$ cat src/design/sfr_pkg.sv
// Package for the serial frame receiver with reply.
// Word types, operation codes, register indexes and reset values.
// No dependencies.
`timescale 1ns / 1ps
`default_nettype none
package sfr_pkg;

	localparam logic [1:0] OP_RECEIVE = 2'd0;
	localparam logic [1:0] OP_TICK = 2'd1;
	localparam logic [1:0] OP_SHIFT = 2'd2;

	localparam logic [0:0] REG_REPLY_BYTE = 1'd0;
	localparam logic [0:0] REG_REPLY_DELAY = 1'd1;

	localparam logic [7:0] REPLY_BYTE_RST = 8'd6;
	localparam logic [7:0] REPLY_DELAY_RST = 8'd1;

	localparam logic [3:0] RX_WAIT = 4'd0;
	localparam logic [3:0] RX_LAST_DATA = 4'd8;
	localparam logic [3:0] RX_PARITY = 4'd9;
	localparam logic [3:0] RX_STOP1 = 4'd10;
	localparam logic [3:0] RX_STOP2 = 4'd11;

	localparam logic [3:0] TX_START = 4'd0;
	localparam logic [3:0] TX_LAST_DATA = 4'd8;
	localparam logic [3:0] TX_IDLE = 4'd15;

	typedef struct packed {
		logic [1:0] operation;
		logic       rx_bit;
	} in_t;

	typedef struct packed {
		logic       tx_line;
		logic       tx_begin;
		logic       rx_complete;
		logic [7:0] rx_byte;
		logic       rx_parity;
	} out_t;

	typedef struct packed {
		logic complete;
		logic [7:0] data;
		logic parity;
	} rx_stat_t;

	typedef struct packed {
		logic load;
		logic tick;
		logic shift;
	} tx_ctl_t;

	typedef struct packed {
		logic line;
		logic start;
	} tx_stat_t;

endpackage
`default_nettype wire

$ cat src/design/sfr_rx.sv
// Receive deframer: start bit, eight data bits, parity, two stop bits.
// Depends on sfr_pkg.
`timescale 1ns / 1ps
`default_nettype none
module sfr_rx (
	input  wire logic             clk,
	input  wire logic             arst_n,
	input  wire logic             en,
	input  wire logic             rx_bit,
	output sfr_pkg::rx_stat_t     stat,
	output logic                  frame_ok
);
	import sfr_pkg::*;

	logic [3:0] pos_q, pos_d;
	logic [7:0] shift_q, shift_d;
	logic       parity_q, parity_d;
	logic       complete_q;

	always_comb begin
		pos_d = pos_q;
		shift_d = shift_q;
		parity_d = parity_q;
		frame_ok = 1'b0;
		if (pos_q == RX_WAIT) begin
			shift_d = 8'd0;
			if (!rx_bit) begin
				pos_d = 4'd1;
			end
		end else if (pos_q <= RX_LAST_DATA) begin
			shift_d = {rx_bit, shift_q[7:1]};
			pos_d = pos_q + 4'd1;
		end else if (pos_q == RX_PARITY) begin
			parity_d = rx_bit;
			pos_d = RX_STOP1;
		end else if (pos_q == RX_STOP1) begin
			pos_d = rx_bit ? RX_STOP2 : RX_WAIT;
		end else if (pos_q == RX_STOP2) begin
			frame_ok = rx_bit;
			pos_d = RX_WAIT;
		end else begin
			pos_d = RX_WAIT;
		end
	end

	always_ff @(posedge clk or negedge arst_n) begin
		if (!arst_n) begin
			pos_q <= RX_WAIT;
			shift_q <= 8'd0;
			parity_q <= 1'b0;
			complete_q <= 1'b0;
		end else if (en) begin
			pos_q <= pos_d;
			shift_q <= shift_d;
			parity_q <= parity_d;
			complete_q <= frame_ok;
		end
	end

	always_comb begin
		stat.complete = en ? frame_ok : complete_q;
		stat.data = en ? shift_d : shift_q;
		stat.parity = en ? parity_d : parity_q;
	end

endmodule
`default_nettype wire

$ cat src/design/sfr_tx.sv
// Reply timer and transmit shifter: countdown, start bit, data LSB first.
// Depends on sfr_pkg.
`timescale 1ns / 1ps
`default_nettype none
module sfr_tx (
	input  wire logic             clk,
	input  wire logic             arst_n,
	input  wire sfr_pkg::tx_ctl_t ctl,
	input  wire logic [7:0]       reply_byte,
	input  wire logic [7:0]       reply_delay,
	output sfr_pkg::tx_stat_t     stat
);
	import sfr_pkg::*;

	logic [3:0] pos_q, pos_d;
	logic [7:0] shift_q, shift_d;
	logic [7:0] timer_q, timer_d;
	logic       line_q, line_d;
	logic       start;

	assign start = ctl.tick && (timer_q == 8'd1);

	always_comb begin
		pos_d = pos_q;
		shift_d = shift_q;
		timer_d = timer_q;
		line_d = line_q;
		if (ctl.load) begin
			timer_d = reply_delay;
			shift_d = reply_byte;
		end
		if (ctl.tick && (timer_q != 8'd0)) begin
			timer_d = timer_q - 8'd1;
		end
		if (start) begin
			line_d = 1'b0;
			pos_d = TX_START;
		end
		if (ctl.shift) begin
			if (pos_q == TX_START) begin
				pos_d = 4'd1;
			end else if (pos_q <= TX_LAST_DATA) begin
				line_d = shift_q[0];
				shift_d = {1'b0, shift_q[7:1]};
				pos_d = pos_q + 4'd1;
			end else begin
				line_d = 1'b1;
			end
		end
	end

	always_ff @(posedge clk or negedge arst_n) begin
		if (!arst_n) begin
			pos_q <= TX_IDLE;
			shift_q <= 8'd0;
			timer_q <= 8'd0;
			line_q <= 1'b1;
		end else begin
			pos_q <= pos_d;
			shift_q <= shift_d;
			timer_q <= timer_d;
			line_q <= line_d;
		end
	end

	assign stat.line = line_d;
	assign stat.start = start;

endmodule
`default_nettype wire

$ cat src/design/serial_frame_rx_with_auto_reply.sv
// Top level of the serial frame receiver with automatic reply.
// Input register, receive and transmit units, result register. Uses sfr_pkg.
//
//   channel   direction   handshake           payload
//   in        input       in_valid/in_stall   in_word (operation, rx_bit)
//   out       output      out_valid/out_stall out_word (tx_line .. rx_parity)
//   cfg       input       cfg_we              cfg_index, cfg_data
//
// Each accepted word is held in the input register, then passes through the
// state update into the result register. One word per cycle is sustained
// while out_stall stays low. Reset clears all but the word registers;
// reply_byte resets to 6, reply_delay to 1.
// A stalled result holds; the input register fills and then in_stall rises.
`timescale 1ns / 1ps
`default_nettype none
module serial_frame_rx_with_auto_reply (
	input  wire logic          clk,
	input  wire logic          arst_n,
	input  wire logic          in_valid,
	output logic               in_stall,
	input  wire sfr_pkg::in_t  in_word,
	output logic               out_valid,
	input  wire logic          out_stall,
	output sfr_pkg::out_t      out_word,
	input  wire logic          cfg_we,
	input  wire logic [0:0]    cfg_index,
	input  wire logic [7:0]    cfg_data
);
	import sfr_pkg::*;

	logic [7:0] reply_byte_q;
	logic [7:0] reply_delay_q;
	logic       valid_s1;
	in_t        word_s1;
	logic       advance;
	logic       rx_en;
	logic       frame_ok;
	rx_stat_t   rx_stat;
	tx_ctl_t    tx_ctl;
	tx_stat_t   tx_stat;
	logic       out_valid_q;
	out_t       out_word_q;

	always_ff @(posedge clk or negedge arst_n) begin
		if (!arst_n) begin
			reply_byte_q <= REPLY_BYTE_RST;
			reply_delay_q <= REPLY_DELAY_RST;
		end else if (cfg_we) begin
			case (cfg_index)
				REG_REPLY_BYTE: reply_byte_q <= cfg_data;
				REG_REPLY_DELAY: reply_delay_q <= cfg_data;
				default: ;
			endcase
		end
	end

	assign advance = valid_s1 && (!out_valid_q || !out_stall);
	assign in_stall = valid_s1 && !advance;

	always_ff @(posedge clk or negedge arst_n) begin
		if (!arst_n) begin
			valid_s1 <= 1'b0;
		end else if (in_valid && !in_stall) begin
			valid_s1 <= 1'b1;
		end else if (advance) begin
			valid_s1 <= 1'b0;
		end
	end

	always_ff @(posedge clk) begin
		if (in_valid && !in_stall) begin
			word_s1 <= in_word;
		end
	end

	assign rx_en = advance && (word_s1.operation == OP_RECEIVE);

	sfr_rx u_rx (
		.clk      (clk),
		.arst_n   (arst_n),
		.en       (rx_en),
		.rx_bit   (word_s1.rx_bit),
		.stat     (rx_stat),
		.frame_ok (frame_ok)
	);

	always_comb begin
		tx_ctl.load = rx_en && frame_ok;
		tx_ctl.tick = advance && (word_s1.operation == OP_TICK);
		tx_ctl.shift = advance && (word_s1.operation == OP_SHIFT);
	end

	sfr_tx u_tx (
		.clk         (clk),
		.arst_n      (arst_n),
		.ctl         (tx_ctl),
		.reply_byte  (reply_byte_q),
		.reply_delay (reply_delay_q),
		.stat        (tx_stat)
	);

	always_ff @(posedge clk or negedge arst_n) begin
		if (!arst_n) begin
			out_valid_q <= 1'b0;
		end else begin
			out_valid_q <= advance || (out_valid_q && out_stall);
		end
	end

	always_ff @(posedge clk) begin
		if (advance) begin
			out_word_q.tx_line <= tx_stat.line;
			out_word_q.tx_begin <= tx_stat.start;
			out_word_q.rx_complete <= rx_stat.complete;
			out_word_q.rx_byte <= rx_stat.data;
			out_word_q.rx_parity <= rx_stat.parity;
		end
	end

	assign out_valid = out_valid_q;
	assign out_word = out_word_q;

`ifndef ASSERT_OFF
	a_begin_drives_low: assert property (@(posedge clk) disable iff (!arst_n)
		out_valid && out_word.tx_begin |-> !out_word.tx_line)
		else $error("reply start without low line");

	a_stall_holds_word: assert property (@(posedge clk) disable iff (!arst_n)
		out_valid && out_stall |=> out_valid && $stable(out_word))
		else $error("stalled result word changed");

	a_stall_needs_word: assert property (@(posedge clk) disable iff (!arst_n)
		!valid_s1 |-> !in_stall)
		else $error("input stalled with empty input register");

	a_advance_fills_out: assert property (@(posedge clk) disable iff (!arst_n)
		advance |=> out_valid)
		else $error("processed word did not reach the result register");
`endif

endmodule
`default_nettype wire

$ cat config.mk
export PLATFORM = sky130hd
export DESIGN_NAME = serial_frame_rx_with_auto_reply
export DESIGN_NICKNAME = d
export VERILOG_FILES = /design/src/design/sfr_pkg.sv /design/src/design/sfr_rx.sv /design/src/design/sfr_tx.sv /design/src/design/serial_frame_rx_with_auto_reply.sv
export SDC_FILE = /design/constraint.sdc
export NUM_CORES = 1
export LEC_CHECK = 0
export BUFFER_PORTS_ARGS = -buffer_cell sky130_fd_sc_hd__buf_2
export CORE_MARGIN = 2
export CORE_UTILIZATION = 40
export CTS_CLUSTER_SIZE = 10
export DETAILED_ROUTE_END_ITERATION = 6
export PLACE_DENSITY_LB_ADDON = 0.12
export SYNTH_ARGS = -nofsm -noshare
export SYNTH_HDL_FRONTEND = slang
export SYNTH_SLANG_ARGS = --single-unit
$ cat constraint.sdc
create_clock -name clk -period 2.2 [get_ports clk]
set_input_delay 0.33 -clock clk [delete_from_list [all_inputs] [get_ports clk]]
set_output_delay 0.33 -clock clk [all_outputs]
set_load 0.05 [all_outputs]
==> impl_metrics.tcl, run 1 <==
set metrics [dict create \
    outcome "finished clean" \
    maxCapViolCount 0 \
    grt_pass1_vias 2215 \
    overflow 0 \
    critPathLaunch "u_tx.timer_q[5]$_DFFE_PN0P_" \
    clock-sinks 68 \
    post_cts_buffers 0 \
    seq_area_frac_synth_pct 57.1 \
    critPathSlowestCell "or4_1" \
    total_power_mw 3.96 \
    fin_crit_sh_pct 95.7 \
    drc_errors 0 \
    yosys.area.top_type "dfrtp_1" \
    cts_tree "yes" \
    via_count 2191 \
    rr_endpoint "u_tx.timer_q[6]$_DFFE_PN0P_" \
    syn_area_mm2 0.00313 \
    ys_types 54 \
    postSynthAreaPerCell_um2 11.4 \
    clk_path_buf_depth 2 \
    routedWlPerCell_um 14.0 \
    synthArstFlopShare_pct 77.9 \
    viasPerCell 5.08 \
    hold_class "primary input to async pin" \
    setup_slack_ps 94.8 \
    yosysWarnings 0 \
    cts_root_buf "clkbuf_8" \
    p_per_area_mw_per_mm2 1080 \
    die_h_um 92.5 \
    pre_cts_slack_ps 89.5 \
    clk_transition_reported_paths_ps 80 \
    h-tree-depth 3 \
    fin_cells 431 \
    crit_arrival_ps 2340 \
    slowest_delay_ps 660 \
    synth_edf_count 15 \
    dr.pass1.iters 4 \
    final_antenna_net_count 0 \
    grt_max_degree 54 \
    worstSetupPathType "register to register" \
    critPathBufInv 0 \
    ys.flop_type "dfrtp_1" \
    setup_viol 0 \
    worst_slew_pin_slew_ps 668 \
    ios 31 \
    finish.utilization_pct 48.1 \
    io_buffer_count 30 \
    yosys-top-cells-count "dfrtp_1 (45), nand2_1 (31), nor2_1 (18), a21oi_1 (17), mux2_2 (17)" \
    skew_ps 10.5 \
    critPathCaptureType "register" \
    die_area_mm2 0.00855 \
    required_ps 2440 \
    antenna_found_initial 0 \
    r2r-start "u_tx.timer_q[5]$_DFFE_PN0P_" \
    nets 350 \
    ctsResizeCount 0 \
    worst_setup_path_start_kind "register" \
    period_minus_slack_ps 2110 \
    final_layout_size_suffix_gt1_share_pct 29.5 \
    num_antenna_cells 0 \
    drt_iter0_drc 95 \
    initial_core_util_pct 40.9 \
    syn2layout_area_growth_pct 17.5 \
    p_leak_nw 1.61 \
    wl_mm 6.05 \
    cp_top_family "compound AO/OA/AOI/OAI gates" \
    cp-endpoint "u_tx.timer_q[6]$_DFFE_PN0P_" \
    fmax_mhz 475 \
    grt_pass1_wl_mm 10.3 \
    die_w_um 92.5 \
    synth.most_common_cell "dfrtp_1" \
    fin_setup_tns_ps 0 \
    grtUsageTotal_pct 15.7 \
    maxSlewViolCount 0 \
    insertion_delay_ps 350 \
    synth.area.top_cells "dfrtp_1 (36%), edfxtp_1 (14%), dfstp_2 (6.7%)" \
    row_count 32 \
    rr_worst_depth 5 \
    netlist.area_leader.share_pct 36.0 \
    rsz0062_at_grt "no" \
    syn_nets 300 \
    rrSetupSlack_ps 90 \
    relSlewSlack_pct 55.5 \
    hold_buffers 0 \
    ir_drop_v 0.000434 \
    dp_hpwl_mm 4.39 \
    crit_chain "or4_1, o211a_4, a21oi_4, o21ba_1, o221a_1" \
    worstPathMaxFanout 8 \
    placedCellCount 415 \
    place.gp.congestion 0.821 \
    core-area_mm2 0.00765 \
    syn-instance-count 274 \
    cts_buffers 9 \
    path_depth 5 \
    synth-seq-cells 68 \
    hold_viol 0 \
]
[metrics by stage]
step                cell area [um^2]  hold slack (ps)
floorplan                       3140             34.4
CTS                             3680              123
detailed placement              3500              466
finish                          3680             92.4
global placement                3500              467
global route                    3680              144
[flip-flops by register name, indices dropped and copies added (netlist names), 3 cells and up]
name           flops
u_tx.pos_q         4
u_rx.shift_q       8
word_s1            3
out_word          12
reply_delay_q      8
u_tx.timer_q       8
reply_byte_q       8
u_tx.shift_q       8
u_rx.pos_q         4
[how the worst min path moves through the flow]
stage	depth (start not counted)	slack, ps	end	from
finish	2	90	u_rx.pos_q[0]$_DFFE_PN0P_	arst_n
CTS	2	120	u_rx.pos_q[0]$_DFFE_PN0P_	arst_n
global route	1	140	word_s1[2]$_DFFE_PP_	in_word[2]
detailed placement	2	470	u_rx.complete_q$_DFF_PN0_	u_rx.complete_q$_DFF_PN0_
floorplan	0	30	out_valid$_DFF_PN0_	arst_n
global placement	2	470	u_rx.complete_q$_DFF_PN0_	u_rx.complete_q$_DFF_PN0_
[cells in the final DEF (no fill, tap or decap), drive strengths merged, types with 2 or more instances in the layout]
cell type   n
nand2      31
clkinvlp    4
nor2b       3
nand3b      2
nor2       18
a221o       2
edfxtp     15
or4         4
nand3       4
clkinv      2
o211ai      2
dfstp       8
a21oi      18
and2        2
or3         4
dfrtp      45
mux2i       9
nor4b       3
clkbuf      9
a41oi       2
buf        45
mux2       17
o21ai      15
ha          9
inv        17
nor3       11
nand2b      5
[kinds of logic (layout without fill, tap and decap cells)]
family,Yosys count,in the layout,share of synthesized area [%]
buffers and inverters,22,77,2.84
multiplexers,26,26,8.99
AO/OA/AOI/OAI,57,57,12.7
adder cells (fa/ha/maj),9,9,3.60
AND/OR/NAND/NOR,92,92,14.8
flip-flops,68,68,57.1
[layer usage]
layer	GRT usage (%)	part of all wire [%]	vias to the layer above
li1	-	-	1086
met3	4.39	3.9	11
met5	0	0	-
met2	26.5	49	49
met4	7.09	2.0	0
met1	18.5	45	1045
[where the power goes]
group / switching (mW) / internal (mW) / leakage, nW
Combinational: 0.673 / 0.471 / 0.756
Sequential: 0.236 / 1.67 / 0.773
Clock: 0.493 / 0.412 / 0.0822
[layout make-up]
class                      count  area (um^2)
clock buffer                   9          124
clock inverter                 7         51.3
fill                         728         3970
inverter                      16         63.8
multi-input combinational    184         1260
sequential                    68         1790
tap                          102          128
timing repair buffer          45          263
Note: power is estimated with default switching activity, not from simulation.
==> run 2: changes to the inputs <==
--- a/config.mk
+++ b/config.mk
@@ -10,7 +10,7 @@
 export CORE_UTILIZATION = 40
 export CTS_CLUSTER_SIZE = 10
 export DETAILED_ROUTE_END_ITERATION = 6
-export PLACE_DENSITY_LB_ADDON = 0.12
+export PLACE_DENSITY = 0.71
 export SYNTH_ARGS = -nofsm -noshare
 export SYNTH_HDL_FRONTEND = slang
 export SYNTH_SLANG_ARGS = --single-unit
==> impl_metrics.tcl, run 2 (same netlist as run 1, synthesis figures left out) <==
set metrics [dict create \
    outcome "finished clean" \
    final_cell_mix "dfrtp_1 (44), nand2_1 (31), buf_2 (30), nor2_1 (18)" \
    insertion_delay_ps 350 \
    final_layout_size_suffix_gt1_share_pct 30.6 \
    clock-sinks 68 \
    h-tree-depth 3 \
    place.gp.congestion 0.934 \
    grt_max_degree 54 \
    maxSlewViolCount 0 \
    nets 351 \
    finish.utilization_pct 48.4 \
    cp-endpoint "u_tx.shift_q[4]$_DFF_PN0_" \
    mostFrequentLayoutCell "dfrtp_1" \
    maxCapViolCount 0 \
    hold_class "primary input to async pin" \
    critPathLaunch "u_rx.pos_q[1]$_DFFE_PN0P_" \
    final_antenna_net_count 0 \
    pre_cts_slack_ps 24.7 \
    hold_viol 0 \
    dp_hpwl_mm 4.27 \
    relSlewSlack_pct 56.1 \
    critPathSlowestCell "dfrtp_1" \
    cts_root_buf "clkbuf_8" \
    rr_worst_depth 7 \
    viasPerCell 5.18 \
    crit_chain "inv_1, ha_1, or3_1, or4_1, buf_6, mux2i_1, a21oi_1" \
    setup_viol 0 \
    rsz0062_at_grt "no" \
    cts_tree "yes" \
    io_buffer_count 30 \
    largest_reg_flops 12 \
    grt_pass1_wl_mm 10.3 \
    dr.pass1.iters 4 \
    routedWlPerCell_um 13.7 \
    worstPathMaxFanout 11 \
    r2r-start "u_rx.pos_q[1]$_DFFE_PN0P_" \
    required_ps 2430 \
    die_area_mm2 0.00855 \
    core-area_mm2 0.00765 \
    worst_setup_path_start_kind "register" \
    critPathCaptureType "register" \
    cts_buffers 9 \
    grt_pass1_vias 2189 \
    rrSetupSlack_ps 80 \
    fin_setup_tns_ps 0 \
    overflow 0 \
    hold_buffers 0 \
    die_w_um 92.5 \
    via_count 2238 \
    ir_drop_v 0.000425 \
    drc_errors 0 \
    total_power_mw 3.99 \
    worstSetupPathType "register to register" \
    num_antenna_cells 0 \
    grtUsageTotal_pct 15.4 \
    clk_transition_reported_paths_ps 80 \
    slowest_delay_ps 430 \
    fmax_mhz 472 \
    die_h_um 92.5 \
    ios 31 \
    row_count 32 \
    wl_mm 5.94 \
    fin_crit_sh_pct 96.3 \
    clk_path_buf_depth 2 \
    antenna_found_initial 0 \
    crit_arrival_ps 2350 \
    drt_iter0_drc 124 \
    p_leak_nw 1.62 \
    period_minus_slack_ps 2120 \
    rr_endpoint "u_tx.shift_q[4]$_DFF_PN0_" \
    skew_ps 12.0 \
    p_per_area_mw_per_mm2 1080 \
    initial_core_util_pct 40.9 \
    setup_slack_ps 81.4 \
    syn2layout_area_growth_pct 18.3 \
    worst_slew_pin_slew_ps 659 \
]
==> run 2: cell count changes in the layout (fill, tap and decap cells not counted), sizes merged <==
cell and change:
clkinvlp -1, clkbuf +1, buf +1
==> run 2: worst max-delay path: cells and delay by family (launching register included) <==
| kind | cells | cell delay, ps |
|---|---|---|
| flip-flops | 1 | 430 |
| multiplexers | 1 | 160 |
| AND/OR/NAND/NOR | 2 | 840 |
| AO/OA/AOI/OAI | 1 | 80 |
| adder cells (fa/ha/maj) | 1 | 210 |
| buffers and inverters | 2 | 280 |
==> run 2: power breakdown <==
group	switching, mW	internal (mW)	total [mW]
clock	0.489	0.447	0.936
combinational	0.665	0.458	1.12
sequential	0.260	1.67	1.93
==> run 2: final cells by class <==
type / instances / area [um^2]
Fill cell: 673 / 3940
Sequential cell: 68 / 1790
Tap cell: 102 / 128
Clock inverter: 6 / 47.5
Clock buffer: 10 / 138
Timing Repair Buffer: 46 / 274
Inverter: 16 / 63.8
Multi-Input combinational cell: 184 / 1270
==> run 2: worst min-delay path by stage <==
| stage | from | endpoint | slack [ps] | cells past startpoint |
|---|---|---|---|---|
| 2_1_floorplan | arst_n | out_valid$_DFF_PN0_ | 30 | 0 |
| 3_3_place_gp | u_rx.complete_q$_DFF_PN0_ | u_rx.complete_q$_DFF_PN0_ | 480 | 2 |
| 3_5_place_dp | u_rx.complete_q$_DFF_PN0_ | u_rx.complete_q$_DFF_PN0_ | 480 | 2 |
| 4_1_cts | arst_n | u_rx.pos_q[3]$_DFFE_PN0P_ | 120 | 2 |
| 5_1_grt | in_word[0] | word_s1[0]$_DFFE_PP_ | 150 | 1 |
| 6_report | arst_n | u_rx.pos_q[3]$_DFFE_PN0P_ | 100 | 2 |
==> run 2: metrics by stage <==
step | cells | instance area (um^2) | hold WS (ps)
after floorplan | 274 | 3140 | 34.4
after global routing | 432 | 3700 | 147
after CTS | 431 | 3690 | 119
final | 432 | 3700 | 99.0
after detailed placement | 415 | 3500 | 476
after global placement | 415 | 3500 | 478
==> run 2: timing repair <==
action	4_1_cts	5_1_grt
gates resized for setup	0	5
setup endpoints to repair	0	12
hold endpoints to repair	0	0
setup buffers	0	1
==> run 2: layer usage <==
layer / part of all wire (%) / wire length [um] / vias up / GRT usage, %
li1: - / - / 1098 / -
met1: 47 / 2780 / 1093 / 19.8
met2: 48 / 2830 / 38 / 24.3
met3: 3.6 / 216 / 9 / 4.39
met4: 1.9 / 111 / 0 / 6.97
met5: 0 / 0 / - / 0
